**src/hdl/phr_pkg.sv**
```systemverilog
// phr_pkg: mode codes, rounding constants and types for the pcm halve and requantize unit
// no dependencies; imported by pcm_halve_and_requantize_unit, phr_checker and the testbench
package phr_pkg;

    typedef logic [1:0]  t_mode;
    typedef logic [15:0] t_sample;
    typedef logic [31:0] t_acc;

    localparam t_mode MODE_HALVE16   = 2'd0;
    localparam t_mode MODE_HALVE8    = 2'd1;
    localparam t_mode MODE_HALVE_RED = 2'd2;
    localparam t_mode MODE_REDUCE    = 2'd3;

    localparam t_acc PAIR_BIAS     = 32'h0002_0000;
    localparam t_acc H16_MASK      = 32'h0003_FFFC;
    localparam t_acc H8_MASK       = 32'h0000_03FC;
    localparam t_acc HR_MASK       = 32'hFFFF_FC00;
    localparam t_acc HR_LIMIT      = 32'h0003_FC00;
    localparam t_acc HR_ROUND      = 32'h0000_0200;
    localparam t_acc RED_ROUND     = 32'h0000_007F;
    localparam t_acc RED_MASK      = 32'hFFFF_FF00;
    localparam t_acc RED_LIMIT     = 32'h0000_FF00;
    localparam t_acc RED_BIAS      = 32'h0000_8000;
    localparam t_acc QUARTER_ROUND = 32'h0000_0002;
    localparam t_sample OUT_OFFSET = 16'h8000;

    function automatic t_acc sext16(input t_sample v);
        sext16 = {{16{v[15]}}, v};
    endfunction

    // v read as signed exceeds limit (limit is positive)
    function automatic logic signed_gt(input t_acc v, input t_acc limit);
        signed_gt = !v[31] && (v > limit);
    endfunction

endpackage

```
**src/hdl/pcm_halve_and_requantize_unit.sv**
```systemverilog
// pcm_halve_and_requantize_unit: decimate-by-two with error feedback requantizer
// depends on phr_pkg
//
// Takes one PCM word per cycle, unless a result is held waiting on i_ready, and
// returns at most one word per input word. A word is registered at the input, then
// the pair sum, error-feedback accumulator update, rounding and clamp are done
// combinationally between the input register and the output register, so sustained
// rate is one word per clock. The loop through the 32-bit accumulator sets that rate.
// In the halving modes an even-phase word gives no result, and a pair's result is
// computed in the mode current at its odd word. The mode register may be written
// only while the unit is idle.
module pcm_halve_and_requantize_unit
    import phr_pkg::*;
(
    input  logic        i_clk,
    input  logic        i_rst_n,
    // input word channel
    input  logic        i_valid,
    output logic        o_ready,
    input  logic [15:0] i_sample_in,
    input  logic        i_first_of_buffer,
    // result word channel
    output logic        o_valid,
    input  logic        i_ready,
    output logic [15:0] o_sample_out,
    // mode register write
    input  logic        i_cfg_valid,
    output logic        o_cfg_ready,
    input  logic [1:0]  i_cfg_mode
);

    t_mode   r_mode;
    logic    r_in_valid;
    t_sample r_sample;
    logic    r_first;
    t_acc    r_acc;
    t_sample r_prev_odd;
    t_sample r_held_even;
    logic    r_odd_phase;
    logic    r_out_valid;
    t_sample r_out;

    t_acc    n_acc;
    t_sample n_prev_odd;
    t_sample n_held_even;
    logic    n_odd_phase;
    t_sample n_out;

    logic    odd_eff;
    t_acc    acc0;
    t_sample prev_eff;
    t_acc    sum;
    t_acc    a1;
    t_acc    v;
    logic    s2_emit;
    logic    s2_take;

    assign o_cfg_ready = 1'b1;
    assign o_valid     = r_out_valid;
    assign o_sample_out = r_out;

    // start flag clears the accumulator, seeds prev and restarts at the even phase
    assign odd_eff  = r_first ? 1'b0 : r_odd_phase;
    assign acc0     = r_first ? '0 : r_acc;
    assign prev_eff = r_first ? r_sample : r_prev_odd;

    assign s2_emit = (r_mode == MODE_REDUCE) || odd_eff;
    assign s2_take = r_in_valid && (!s2_emit || !r_out_valid || i_ready);
    assign o_ready = !r_in_valid || s2_take;

    always_comb begin
        n_acc       = acc0;
        n_prev_odd  = prev_eff;
        n_held_even = r_held_even;
        n_odd_phase = odd_eff;
        n_out       = '0;
        sum         = '0;
        a1          = acc0;
        v           = '0;
        if (r_mode == MODE_REDUCE) begin
            a1 = acc0 + RED_BIAS + sext16(r_sample);
            v  = (a1 + RED_ROUND) & RED_MASK;
            if (signed_gt(v, RED_LIMIT)) begin
                v = RED_LIMIT;
            end
            n_acc = a1 - v;
            n_out = {8'd0, v[15:8]};
        end else if (!odd_eff) begin
            n_held_even = r_sample;
            n_odd_phase = 1'b1;
        end else begin
            n_odd_phase = 1'b0;
            n_prev_odd  = r_sample;
            case (r_mode)
                MODE_HALVE8: begin
                    sum = {24'd0, prev_eff[7:0]} + {23'd0, r_held_even[7:0], 1'b0}
                        + {24'd0, r_sample[7:0]};
                    a1 = acc0 + sum;
                    v  = (a1 + QUARTER_ROUND) & H8_MASK;
                    n_out = {8'd0, v[9:2]};
                end
                MODE_HALVE16: begin
                    sum = sext16(prev_eff) + PAIR_BIAS
                        + {{15{r_held_even[15]}}, r_held_even, 1'b0}
                        + sext16(r_sample);
                    a1 = acc0 + sum;
                    v  = (a1 + QUARTER_ROUND) & H16_MASK;
                    n_out = v[17:2] - OUT_OFFSET;
                end
                default: begin
                    sum = sext16(prev_eff) + PAIR_BIAS
                        + {{15{r_held_even[15]}}, r_held_even, 1'b0}
                        + sext16(r_sample);
                    a1 = acc0 + sum;
                    v  = (a1 + HR_ROUND) & HR_MASK;
                    if (signed_gt(v, HR_LIMIT)) begin
                        v = HR_LIMIT;
                    end
                    n_out = {8'd0, v[17:10]};
                end
            endcase
            n_acc = a1 - v;
        end
    end

    always_ff @(posedge i_clk) begin
        if (!i_rst_n) begin
            r_mode      <= MODE_HALVE16;
            r_in_valid  <= 1'b0;
            r_acc       <= '0;
            r_prev_odd  <= '0;
            r_held_even <= '0;
            r_odd_phase <= 1'b0;
            r_out_valid <= 1'b0;
        end else begin
            if (i_cfg_valid) begin
                r_mode <= i_cfg_mode;
            end
            if (o_ready) begin
                r_in_valid <= i_valid;
            end
            if (s2_take) begin
                r_acc       <= n_acc;
                r_prev_odd  <= n_prev_odd;
                r_held_even <= n_held_even;
                r_odd_phase <= n_odd_phase;
            end
            if (s2_take && s2_emit) begin
                r_out_valid <= 1'b1;
            end else if (i_ready) begin
                r_out_valid <= 1'b0;
            end
        end
    end

    // payload registers
    always_ff @(posedge i_clk) begin
        if (o_ready && i_valid) begin
            r_sample <= i_sample_in;
            r_first  <= i_first_of_buffer;
        end
        if (s2_take && s2_emit) begin
            r_out <= n_out;
        end
    end

    a_emit_sets_valid: assert property (@(posedge i_clk) disable iff (!i_rst_n)
        s2_take && s2_emit |=> r_out_valid)
        else $error("emitted word did not reach the output register");

    a_byte_modes_upper_zero: assert property (@(posedge i_clk) disable iff (!i_rst_n)
        r_out_valid && r_mode != MODE_HALVE16 |-> r_out[15:8] == 8'd0)
        else $error("byte mode result has nonzero upper byte");

    a_start_even_phase: assert property (@(posedge i_clk) disable iff (!i_rst_n)
        s2_take && r_first && r_mode != MODE_REDUCE |=> r_odd_phase)
        else $error("start word in halving mode did not begin a pair");

endmodule

```
**config.mk**
```make
export PLATFORM = sky130hd
export DESIGN_NAME = pcm_halve_and_requantize_unit
export DESIGN_NICKNAME = d
export VERILOG_FILES = /design/src/hdl/phr_pkg.sv /design/src/hdl/pcm_halve_and_requantize_unit.sv
export SDC_FILE = /design/constraint.sdc
export NUM_CORES = 1
export LEC_CHECK = 0
export BUFFER_PORTS_ARGS = -buffer_cell sky130_fd_sc_hd__buf_2
export CAP_MARGIN = 25
export CELL_PAD_IN_SITES_DETAIL_PLACEMENT = 0
export CELL_PAD_IN_SITES_GLOBAL_PLACEMENT = 1
export CORE_ASPECT_RATIO = 0.75
export CORE_UTILIZATION = 27
export DETAILED_ROUTE_END_ITERATION = 6
export GPL_ROUTABILITY_DRIVEN = 0
export PLACE_DENSITY = 0.52
export SLEW_MARGIN = 30
export SYNTH_ARGS = -nofsm -noshare
export SYNTH_HDL_FRONTEND = slang
export SYNTH_SLANG_ARGS = --single-unit
```
**constraint.sdc**
```tcl
create_clock -name i_clk -period 12.05 [get_ports i_clk]
set_clock_uncertainty 0.2 [all_clocks]
set_input_delay 2.41 -clock i_clk [delete_from_list [all_inputs] [get_ports i_clk]]
set_output_delay 2.41 -clock i_clk [all_outputs]
set_load 0.01 [all_outputs]
```
==> reports/summary.txt, run 1 <==
vias in the first global route - 14,308
FF-to-FF path depth - 49
maximum vdd drop - 0.131 mV
total grt overflow - 0
CP Data Required Time - 12,210 ps
most frequent cells in the layout - 270 x nand2_1, 199 x ha_1, 183 x a21oi_1
pin count of the biggest net entering global routing - 54
vias after detailed routing - 15,581
Die Wd - 284 um
final WL - 61.3 mm
Netlist cell types - 99
Global Route Usage Sum - 19.8%
Worst EP arrival - 11,350 ps
total clock sinks - 102
CTS tree - done
Setup crit start kind - flip-flop
antenna violations before repair - 1
Reg power frac - 11.4%
CTS H-tree lvls - 3
layout cells sized above 1 - 7.69%
Critical-path top delay cell - or4b_2
syn nets - 2,405
CP Depth - 49
relative slew slack - 36.4%
Crit Path Max Fanout - 7
Pins Over Slew Limit - 0
Final min period - 11,190 ps
Die Ht - 214 um
Final Hold Viols - 0
Antenna diodes - 0
Psw - 1930 uW
core area - 59,100 sq um
CTS root buffer - clkbuf_16
Reg clk slew, reported paths - 110 ps
Switching Share - 55.1%
Vias per Instance - 5.28
CTS Buf Count - 9
clock tree buffer depth - 2
Yosys warnings - 0
router iterations before antenna repair - 5
Tcrit/Tclk final - 92.9%
P_int - 1570 uW
Leak - 0.00731 uW
PortBufs - 41
number of max-cap violations - 0
Hold/Removal Path Class - flip-flop to flip-flop
DPL Wire Length - 51.0 mm
Fmax achieved - 0.0894 GHz
Top delay family on crit path - compound AO/OA/AOI/OAI gates
register area share after synthesis - 14.7%
DRT iter0 DRCs - 1,291
Initial Util - 27.3%
# hold bufs at CTS - 0
clock power share - 9.5%
most common cell after layout, fill and taps aside - nand2_1
WS Path Type - flip-flop to flip-flop
asr flop ratio synth - 0%
row count - 77
status - complete, no violations
setup violators final - 0
top_reg_cell synth - dfxtp_1
first-pass GRT wire length - 91.2 mm
Buffers & Inverters on Critical Path - 0
WHS Path Cells - 2
worst skew pair latency - 410 ps
num ports - 43
Layout area overhead - 9.99%
post-route ant nets - 0
cells after synthesis - 2,142
Comb pwr share - 79.1%
EDFF count, synth - 33
max incr delay on CP - 640 ps
Tot Pwr - 3500 uW
Fin Setup TNS - 0 ps
RSZ-0062 raised after global routing - no
# DRC - 0
PwrDens - 197 nW/um^2
Final nets - 2,418
final core occ - 30.1%
Crit path top cell by count - a21oi_1
Slew @ Worst Pin - 950 ps
Setup crit end kind - flip-flop
die area - 60,800 sq um
Post-Syn Area per Cell - 7.54 sq um
Mapped Area - 16,100 sq um
flops & latches, synth - 102
routed wire length per instance - 20.8 um
-- tightest hold or removal path: stages, from the launching register on --
cell,delay [ps]
dfxtp_1,320
nand2_1,50
a21oi_1,50
-- what timing repair did --
item / CTS / global route
setup endpoints to repair: 0 / 10
buffers inserted: 0 / 3
resized for setup: 0 / 18
endpoints found under the hold margin: 0 / 0
-- cells in the mapped netlist, types with 15 or more instances --
cell type,count,area share (%)
nand3_1,54,1.7
nor3_1,35,1.1
and3_1,25,0.97
o211ai_1,28,1.3
and2_1,28,1.1
mux2i_1,28,1.7
ha_1,200,15
o21bai_1,26,1.2
fa_1,39,4.8
nand2_1,270,6.3
a211oi_1,21,0.98
inv_1,137,3.2
a31oi_1,15,0.58
nand4_1,21,0.81
edfxtp_1,33,6.1
nor2_1,158,3.7
o21a_1,36,1.7
dfxtp_1,69,8.6
a21oi_1,185,5.7
clkbuf_1,64,1.5
nand2b_1,24,0.93
xor2_1,53,2.9
o21ai_0,114,3.5
xnor2_1,134,7.3
nor2b_1,54,2.1
a21o_1,44,2.0
-- layout make-up --
class	instances	area, sq um
tap	790	988
inverter	140	526
multi-input combinational	1824	13100
sequential	102	2370
clock buffer	9	225
fill	6438	41300
timing repair buffer	78	490
clock inverter	7	91.3
-- through the flow --
step	hold slack, ps	std cells	instance area (sq um)	worst slack, ps
final	261	2950	17800	858
after global routing	273	2950	17800	42.3
after CTS	258	2947	17600	62.1
after detailed placement	246	2931	17300	170
after global placement	241	2931	17300	358
after floorplan	234	2142	16100	367
-- kinds of logic after synthesis --
| logic type | count (synthesis) | share of synthesized area [%] |
|---|---|---|
| AO/OA/AOI/OAI | 620 | 25.3 |
| XOR/XNOR | 188 | 10.2 |
| adder cells (fa/ha/maj) | 239 | 20.3 |
| buffers and inverters | 216 | 5.10 |
| flip-flops | 102 | 14.7 |
| multiplexers | 30 | 1.88 |
| other | 1 | 0.0232 |
| AND/OR/NAND/NOR | 746 | 22.5 |
-- registers in the layout, summed over array words and instances, names as in the netlist --
signal and cells:
o_sample_out 16, r_prev_odd 16, r_first 1, o_valid 1
r_odd_phase 1, r_mode 2, r_acc 32, r_held_even 16
r_in_valid 1, r_sample 16
-- per-layer routing --
layer	track usage, %	part of all wire [%]	routed length (um)	up-vias
li1	-	-	-	7694
met1	32.7	57	34900	7505
met2	25.8	37	22500	362
met3	3.29	5.4	3330	20
met4	3.26	0.88	541	0
met5	0	0	0	-
-- power by group through the flow --
| stage | Clock, uW | Sequential [uW] | Combinational (uW) |
|---|---|---|---|
| finish | 333 | 398 | 2770 |
| global route | 353 | 401 | 3030 |
| CTS | 343 | 397 | 2700 |
| detailed placement | 0 | 405 | 2670 |
| global placement | 0 | 405 | 2690 |
| floorplan | 0 | 399 | 1910 |
-- path summary, 6_finish.rpt --
check	to	slack, ps	from
setup / recovery	r_acc[31]	860	r_first
setup reg to reg	r_acc[31]	860	r_first
hold / removal	r_prev_odd[9]	260	r_prev_odd[9]
hold reg to reg	r_prev_odd[9]	260	r_prev_odd[9]
Power figures use the tool's default switching activity.
==> inputs of run 2 (changes only) <==
--- a/config.mk
+++ b/config.mk
@@ -13,6 +13,7 @@
 export CORE_UTILIZATION = 27
 export DETAILED_ROUTE_END_ITERATION = 6
 export GPL_ROUTABILITY_DRIVEN = 0
+export MAX_ROUTING_LAYER = met4
 export PLACE_DENSITY = 0.52
 export SLEW_MARGIN = 30
 export SYNTH_ARGS = -nofsm -noshare
==> reports/summary.txt, run 2 (synthesis gave the netlist of run 1 again) <==
final core occ - 30.1%
total clock sinks - 102
maximum vdd drop - 0.134 mV
most common cell after layout, fill and taps aside - nand2_1
Pins Over Slew Limit - 0
clock tree buffer depth - 2
Hold/Removal Path Class - flip-flop to flip-flop
router iterations before antenna repair - 5
Worst setup endpoint - r_acc[31]
CTS H-tree lvls - 3
Critical Path Source - r_first
total grt overflow - 0
Critical-path top delay cell - or4_1
Final nets - 2,418
Comb pwr share - 79.2%
Tcrit/Tclk final - 93.1%
register area - 2370 sq um
DRT iter0 DRCs - 1,388
core area - 59,100 sq um
status - complete, no violations
Final Hold Viols - 0
vias in the first global route - 14,280
# DRC - 0
Reg power frac - 11.3%
pin count of the biggest net entering global routing - 54
fin worst setup slack - 833 ps
vias after detailed routing - 15,628
P_int - 1570 uW
number of max-cap violations - 0
Psw - 1940 uW
Vias per Instance - 5.30
Die Wd - 284 um
PwrDens - 198 nW/um^2
Switching Share - 55.2%
Final min period - 11,220 ps
R2R setup slack - 830 ps
CTS root buffer - clkbuf_16
Fin Setup TNS - 0 ps
die area - 60,800 sq um
relative slew slack - 35.8%
Die Ht - 214 um
Leak - 0.00731 uW
Worst EP arrival - 11,370 ps
Multi-input gate area - 13,100 sq um
FF-to-FF path depth - 48
Crit path top cell by count - a21oi_1
post-route ant nets - 0
fillers - 6,438
layout cells sized above 1 - 7.69%
Initial Util - 27.3%
clock power share - 9.5%
Setup crit end kind - flip-flop
worst skew pair latency - 410 ps
PortBufs - 41
placed cell count - 2,931
CTS tree - done
CTS Buf Count - 9
Global Route Usage Sum - 20.4%
Setup crit start kind - flip-flop
post-place setup slack - 170 ps
Crit Path Max Fanout - 7
CP Data Required Time - 12,200 ps
RR Startpoint - r_first
WS Path Type - flip-flop to flip-flop
max FFs per register - 32
routed wire length per instance - 20.8 um
DPL Wire Length - 51.0 mm
RSZ-0062 raised after global routing - no
Largest Register - r_acc
Slew @ Worst Pin - 960 ps
max incr delay on CP - 580 ps
final WL - 61.3 mm
Layout area overhead - 10.0%
most frequent cells in the layout - 270 x nand2_1, 199 x ha_1, 183 x a21oi_1
antenna violations before repair - 1
row count - 77
fin cells - 2,951
first-pass GRT wire length - 91.3 mm
num ports - 43
Reg-to-Reg End - r_acc[31]
Fmax achieved - 0.0891 GHz
Reg clk slew, reported paths - 100 ps
setup violators final - 0
==> run 2: how the worst min path moves through the flow <==
stage	start	to	slack, ps	depth (start not counted)
6_report	r_prev_odd[6]	r_prev_odd[6]	260	2
3_5_place_dp	r_prev_odd[9]	r_prev_odd[9]	250	2
4_1_cts	r_prev_odd[9]	r_prev_odd[9]	260	2
5_1_grt	r_prev_odd[7]	r_prev_odd[7]	270	2
3_3_place_gp	r_prev_odd[13]	r_prev_odd[13]	240	2
2_1_floorplan	r_prev_odd[15]	r_prev_odd[15]	230	2
==> run 2: per-layer routing <==
metal	GRT usage, %	up-vias	wire length (um)
met5	-	-	0
met3	3.15	24	3020
met2	26.0	357	22600
li1	-	7704	-
met1	32.7	7543	35200
met4	3.26	0	543
==> run 2: worst max-delay path: cells and delay by family (launching register included) <==
family / cells / cell delay (ps)
adders and majority gates: 6 / 1980
AOI/OAI and AO/OA: 31 / 5810
DFF: 1 / 570
muxes: 1 / 420
xor gates and xnor gates: 2 / 250
and+or+nand+nor: 8 / 1920
==> run 2: what timing repair did <==
| action | in CTS | in global routing |
|---|---|---|
| setup buffers | 0 | 3 |
| gates resized for setup | 0 | 18 |
| endpoints found under the hold margin | 0 | 0 |
| endpoints found under the setup margin | 0 | 10 |
| hold buffers | 0 | 0 |
==> run 2: power by group through the flow <==
stage	Sequential [uW]	Combinational, uW	Clock [uW]
final	398	2780	332
after global routing	401	3030	352
after CTS	397	2700	343
after detailed placement	405	2670	0
after global placement	405	2690	0
after floorplan	399	1910	0
==> run 2: stage by stage <==
stage | cell area (sq um) | hold slack [ps] | total power, uW
global route | 17800 | 273 | 3790
finish | 17800 | 261 | 3510
detailed placement | 17300 | 246 | 3080
global placement | 17300 | 241 | 3100
floorplan | 16100 | 234 | 2310
CTS | 17600 | 258 | 3440
==> run 2: cell type report <==
type                       count  area share, %
tap                          790           5.57
timing repair buffer          78           2.76
multi-input combinational   1824           73.6
sequential                   102           13.4
clock inverter                 7          0.514
clock buffer                   9           1.27
antenna                        1         0.0141
inverter                     140           2.96
==> inputs of run 3 (changes only) <==
--- a/config.mk
+++ b/config.mk
@@ -13,9 +13,11 @@
 export CORE_UTILIZATION = 27
 export DETAILED_ROUTE_END_ITERATION = 6
 export GPL_ROUTABILITY_DRIVEN = 0
+export GPL_TIMING_DRIVEN = 0
 export MAX_ROUTING_LAYER = met4
 export PLACE_DENSITY = 0.52
 export SLEW_MARGIN = 30
 export SYNTH_ARGS = -nofsm -noshare
 export SYNTH_HDL_FRONTEND = slang
 export SYNTH_SLANG_ARGS = --single-unit
+export TNS_END_PERCENT = 50
==> constraint.sdc (replaced) <==
create_clock -name i_clk -period 12.05 [get_ports i_clk]
set_clock_uncertainty 0.2 [all_clocks]
set_input_delay 2.41 -clock i_clk [delete_from_list [all_inputs] [get_ports i_clk]]
set_output_delay 2.41 -clock i_clk [all_outputs]
set_load 0.1 [all_outputs]
==> reports/summary.txt, run 3 (synthesis gave the netlist of run 1 again) <==
post-place setup slack - -3330 ps
maximum vdd drop - 0.112 mV
CTS tree - done
Setup crit start kind - flip-flop
Critical Path Source - r_first
PortBufs - 40
Leak - 0.00748 uW
Slew @ Worst Pin - 924 ps
max FFs per register - 32
uppermost layer routed - met4
# DRC - 0
Hold/Removal Path Class - flip-flop to flip-flop
Worst EP arrival - 11,660 ps
Largest Register - r_acc
DRT iter0 DRCs - 1,290
WS Path Type - flip-flop to flip-flop
vias after detailed routing - 15,745
Tot Pwr - 3670 uW
row count - 77
pin count of the biggest net entering global routing - 22
Final Hold Viols - 0
setup violators final - 0
CTS root buffer - clkbuf_16
Tcrit/Tclk final - 95.8%
min-delay src - r_prev_odd[0]
RSZ-0062 raised after global routing - no
Final nets - 2,478
Die Wd - 284 um
status - complete, no violations
worst skew pair latency - 390 ps
relative slew slack - 38.4%
CP Data Required Time - 12,170 ps
Die Ht - 214 um
Fmax achieved - 0.0867 GHz
Layout area overhead - 13.1%
Vias per Instance - 5.23
Critical-path top delay cell - edfxtp_1
router iterations before antenna repair - 5
total grt overflow - 0
Reg clk slew, reported paths - 90 ps
# hold bufs at CTS - 0
Pins Over Slew Limit - 0
DPL Wire Length - 54.0 mm
most frequent cells in the layout - 270 x nand2_1, 198 x ha_1, 174 x a21oi_1
post-route ant nets - 0
WHS - 258 ps
Met3 Wirelength - 3.09 mm
max incr delay on CP - 490 ps
RR Startpoint - r_first
CTS H-tree lvls - 3
layout cells sized above 1 - 8.92%
Crit Path Max Fanout - 19
total clock sinks - 102
Setup crit end kind - flip-flop
CTS Buf Count - 9
Final min period - 11,540 ps
Global Route Usage Sum - 21.3%
metal2 WL - 24.3 mm
fin worst setup slack - 510 ps
antenna violations before repair - 1
PwrDens - 201 nW/um^2
Top delay family on crit path - compound AO/OA/AOI/OAI gates
met1 WL - 35.8 mm
die area - 60,800 sq um
final WL - 63.7 mm
routed wire length per instance - 21.2 um
core area - 59,100 sq um
clock tree buffer depth - 2
num ports - 43
Buffers & Inverters on Critical Path - 5
number of max-cap violations - 0
most common cell after layout, fill and taps aside - nand2_1
vias in the first global route - 14,598
first-pass GRT wire length - 94.0 mm
Initial Util - 27.3%
fillers - 6,430
[run 3: cell count changes in the layout (fill, tap and decap cells not counted), sizes merged]
| cell | previous run | this run |
|---|---|---|
| clkbuf | 9 | 69 |
[run 3: final timing paths]
| path | endpoint | slack, ps | depth (start not counted) |
|---|---|---|---|
| hold / removal | r_prev_odd[0] | 260 | 2 |
| hold reg to reg | r_prev_odd[0] | 260 | 2 |
| setup / recovery | r_acc[27] | 510 | 51 |
| setup reg to reg | r_acc[27] | 510 | 51 |
[run 3: area by class of cell]
class                   count  area (sq um)  share of cell area [%]
well taps                 790           988                    5.41
clock buffers               9           225                    1.23
repair buffers             66           415                    2.27
inverters                 140           526                    2.88
diodes                      1          2.50                  0.0137
clock inverters             7          91.3                   0.500
multi-input cells        1824         13300                    73.0
plain buffers              72           312                    1.71
flip-flops and latches    102          2370                    13.0
[run 3: stage by stage]
stage	std cells	utilization, %	area (sq um)	setup TNS (ps)
after global placement	2972	29.4	17300	-54840
after floorplan	2142	-	16100	0
after detailed placement	2974	29.4	17400	-56070
after CTS	2992	30.3	17900	0
final	3011	30.9	18300	0
after global routing	3011	30.9	18300	0
[run 3: report_power, final]
part	internal [uW]	switching, uW
Combinational	1110	1830
Sequential	375	27.7
Clock	150	170
[run 3: layer usage]
metal,GRT usage [%],vias to the layer above
met1,33.8,7520
met4,3.04,0
li1,-,7815
met5,-,-
met3,2.35,21
met2,28.3,389
[run 3: worst register-to-register path: cells and delay by family (launching register included)]
family | cells | cell delay [ps]
XOR/XNOR | 3 | 1000
flip-flops | 1 | 490
AND/OR/NAND/NOR | 8 | 1590
adder cells (fa/ha/maj) | 6 | 1870
buffers and inverters | 5 | 830
AO/OA/AOI/OAI | 27 | 5060
multiplexers | 2 | 440
[run 3: repair_timing]
item | in CTS | in global routing
gates cloned | 0 | 0
buffers inserted | 4 | 20
pin swaps | 4 | 22
gates resized for setup | 40 | 40
setup endpoints to repair | 30 | 14
